`src/wcsm_ram.sv`:
```
`timescale 1ns / 1ps
module wcsm_ram #(
   parameter int DEPTH = 64,
   parameter int WIDTH = 64
) (
   input  logic                     clock,
   input  logic                     wr_en,
   input  logic [$clog2(DEPTH)-1:0] wr_addr,
   input  logic [WIDTH-1:0]         wr_data,
   input  logic                     rd_en,
   input  logic [$clog2(DEPTH)-1:0] rd_addr,
   output logic [WIDTH-1:0]         rd_data
);

   logic [WIDTH-1:0] mem [DEPTH];
   logic [WIDTH-1:0] rd_data_ff;

   // write port
   always_ff @(posedge clock) begin
      if (wr_en) begin
         mem[wr_addr] <= wr_data;
      end
   end

   // registered read port
   always_ff @(posedge clock) begin
      if (rd_en) begin
         rd_data_ff <= mem[rd_addr];
      end
   end

   assign rd_data = rd_data_ff;

endmodule

```
`config.mk`:
```
export PLATFORM = sky130hd
export DESIGN_NAME = wcsm_ram
export DESIGN_NICKNAME = d
export VERILOG_FILES = /design/src/wcsm_ram.sv
export SDC_FILE = /design/constraint.sdc
export NUM_CORES = 2
export LEC_CHECK = 0
export CORE_MARGIN = 3
export CORE_UTILIZATION = 47
export DETAILED_ROUTE_END_ITERATION = 12
export DONT_BUFFER_PORTS = 1
export HOLD_SLACK_MARGIN = 0.03
export SLEW_MARGIN = 20
export SYNTH_ARGS = -nofsm -noshare
export SYNTH_HDL_FRONTEND = slang
export SYNTH_SLANG_ARGS = --single-unit
```
`constraint.sdc`:
```
create_clock -name clock -period 7.3 [get_ports clock]
set_input_delay 1.095 -clock clock [delete_from_list [all_inputs] [get_ports clock]]
set_output_delay 1.095 -clock clock [all_outputs]
set_load 0.05 [all_outputs]
```
==> impl_metrics.py <==
metrics = {
    "sta": {
        "finalSetupViolCount": 0,
        "finalWorstPathRequiredPeriod_ns": 5.086,
        "rsz0062_at_grt": "false",
        "setup_slack_ns": 2.214,
        "maxSlewHeadroom_pct": -1.737,
        "fmax_mhz": 196.6,
        "maxSlewViolCount": 23,
        "hold_viol_final": 0,
        "tightestPinTransition_ns": 1.526,
        "clock_skew_ns": 0.05709,
        "fin_crit_sh_pct": 69.67,
        "finalSetupTns_ns": 0,
    },
    "critical_path": {
        "crit_required_ns": 7.96,
        "crit_top_cell": "buf_16",
        "critPathCaptureType": "register",
        "criticalPathCategory": "in -> reg",
        "crit_path_max_fanout": 118,
        "critical_path.cell_chain": "buf_16, buf_16, buf_16, buf_16, buf_16, buf_16, mux4_2, mux2i_1, o22ai_1, a41oi_1, a211oi_1",
        "slowest_delay_ns": 0.69,
        "cp.arrival_ns": 5.75,
        "start_kind": "input port",
        "r2r_slack_ns": 4.88,
        "crit_slowest_cell": "buf_16",
    },
    "clocking": {
        "cts_buffers": 422,
        "clkLatencyLatePin_ns": 0.97,
        "cts_num_sinks": 4160,
        "cts.reportedPaths.clkPinSlew_ns": 0.06,
        "ctsRootBufferMaster": "clkbuf_16",
        "cts_tree": "built",
        "clk_path_buf_depth": 4,
        "post_cts_resized": 0,
        "postCtsHoldBufs": 0,
        "htree_levels": 5,
        "post_cts_buffers": 0,
    },
    "detailed_routing": {
        "initialDrtViolationCount": 11556,
        "viasPerCell": 6.441,
        "post-route-drc-count": 0,
        "dr.pass1.iters": 6,
        "vias": 74404,
        "routed_wl_um": 432100,
        "wl_per_cell_um": 37.40,
        "ant_nets": 0,
    },
    "synthesis": {
        "synth.most_common_cell": "edfxtp_1",
        "synth_top_family_by_area": "multiplexers",
        "synthFlopType": "edfxtp_1",
        "synth-adder-area-share_pct": 0,
        "syn_avg_cell_area_um2": 23.79,
        "syn_nets": 6677,
        "synth_common_cells": "edfxtp_1, mux4_2, buf_2, a22oi_1, clkbuf_1",
        "synth-compound-area-share_pct": 2.467,
        "ys_warn_count": 0,
        "yosys.area_share.simple_pct": 1.235,
        "synth_seq_cells": 4160,
        "synth_area_leaders": "edfxtp_1, mux4_2, mux2i_1, a22oi_1, buf_2",
        "synthMuxAreaShare_pct": 15.55,
        "synth_area_um2": 157000,
        "synth_edf_count": 4160,
        "async_reset_ff_share_pct": 0,
        "synth_xor_area_share_pct": 0,
        "synth_top_area_cell": "edfxtp_1",
        "ys_types": 32,
        "synth_cells": 6598,
        "ys_seq_area_share_pct": 79.57,
        "synth_top_cell_area_share_pct": 79.57,
    },
    "global_route": {
        "antenna_found_initial": 26,
        "grt-ovfl-total": 0,
        "grt_pass1_vias": 74955,
        "track_usage_pct": 25.30,
        "grt_max_degree": 875,
        "grt_pass1_wl_um": 601800,
    },
    "finish": {
        "area_growth_pct": 12.52,
        "num-fill-cells": 24753,
        "multi_input_area_um2": 30780,
        "drive_above_1_share_pct": 26.23,
        "nets": 6906,
        "fin_area_um2": 176600,
        "ff_latch_area_um2": 124900,
    },
    "run_status": {
        "violations": "slew limit",
        "outcome": "complete, but fails checks",
    },
    "placed_design": {
        "dp_slack_ns": 1.089,
        "place_area_um2": 163000,
        "numPortBuffers": 0,
        "hpwl_um": 217100,
        "gp_congestion": 0.7661,
    },
    "power": {
        "ir_drop_mv": 0.2737,
        "p_leak_nw": 54.36,
        "cellPowerDensity_nw_per_um2": 279.3,
    },
    "job": {
        "cap_violations": 0,
    },
    "die": {
        "core_um2": 331300,
        "die_h_um": 583.9,
        "die_w_um": 583.9,
        "initial_core_util_pct": 47.38,
        "rows": 211,
        "ioPinCount": 143,
        "die-area_um2": 341000,
    },
    "hold_path": {
        "hp-class": "in -> reg",
    },
}
==> worst paths after layout <==
| kind | startpoint | endpoint | cells past startpoint |
|---|---|---|---|
| hold / removal | wr_data[51] | mem[56][51] | 0 |
| setup reg to reg | mem[63][53] | rd_data[53] | 5 |
| hold reg to reg | mem[54][42] | rd_data[42] | 4 |
| setup / recovery | rd_addr[0] | rd_data[19] | 11 |
==> through the flow <==
step	hold slack (ns)	util [%]	std cells	total power, mW
final	0.2208	53.31	11552	49.33
after global routing	0.1649	53.31	11546	50.70
after CTS	0.1517	53.22	11534	49.50
after detailed placement	0.9035	49.21	10759	28.83
after global placement	0.9040	49.14	10749	28.81
after floorplan	0.8648	-	6598	28.41
==> cell usage in the layout, fill, tap and decap left out, drive strengths merged, types with 33 or more instances in the layout <==
master and n:
a22oi 168, a22o 88, o221ai 38, a211oi 63, clkinv 201, nand2 58
clkbuf 525, buf 175, and3 64, o22ai 83, mux4 1024, mux2i 135
nand3 45, edfxtp 4160, bufinv 33, nor2 112
==> cell families (layout without fill, tap and decap cells) <==
group / count (synthesis) / in the layout
compound gates: 504 / 504
flops: 4160 / 4160
buf+inv: 389 / 969
other cells: 0 / 8
simple gates: 386 / 386
mux: 1159 / 1159
==> sequential cells by signal (all words and copies together) (netlist names) <==
name and cells:
rd_data 64, mem 4096
==> per-layer routing <==
metal  vias to the layer above  global-route usage (%)  share of wire (%)
met3                       607                   5.131                9.7
met5                         -                       0                  0
li1                      29091                       -                  -
met4                         0                   6.461                2.8
met2                      3864                   40.32                 48
met1                     40842                   36.15                 39
==> worst max-delay path: cells and delay by family <==
family / cells / cell delay (ns)
buffers and inverters: 6 / 2.77
muxes: 2 / 0.76
AOI/OAI and AO/OA: 3 / 0.53
==> area by class of cell <==
cell class	instances	share of cell area [%]
Antenna cell	8	0.01133
Clock buffer	525	6.270
Clock inverter	250	1.262
Inverter	19	0.04038
Multi-Input combinational cell	2049	17.43
Sequential cell	4160	70.72
Tap cell	4366	3.093
Timing Repair Buffer	175	1.177
==> power breakdown <==
part	switching [mW]	internal, mW
Combinational	0.926	0.777
Clock	8.98	11.9
Sequential	0.238	26.5
Total	10.1	39.2
No activity file was read; power rests on OpenSTA's default activity.
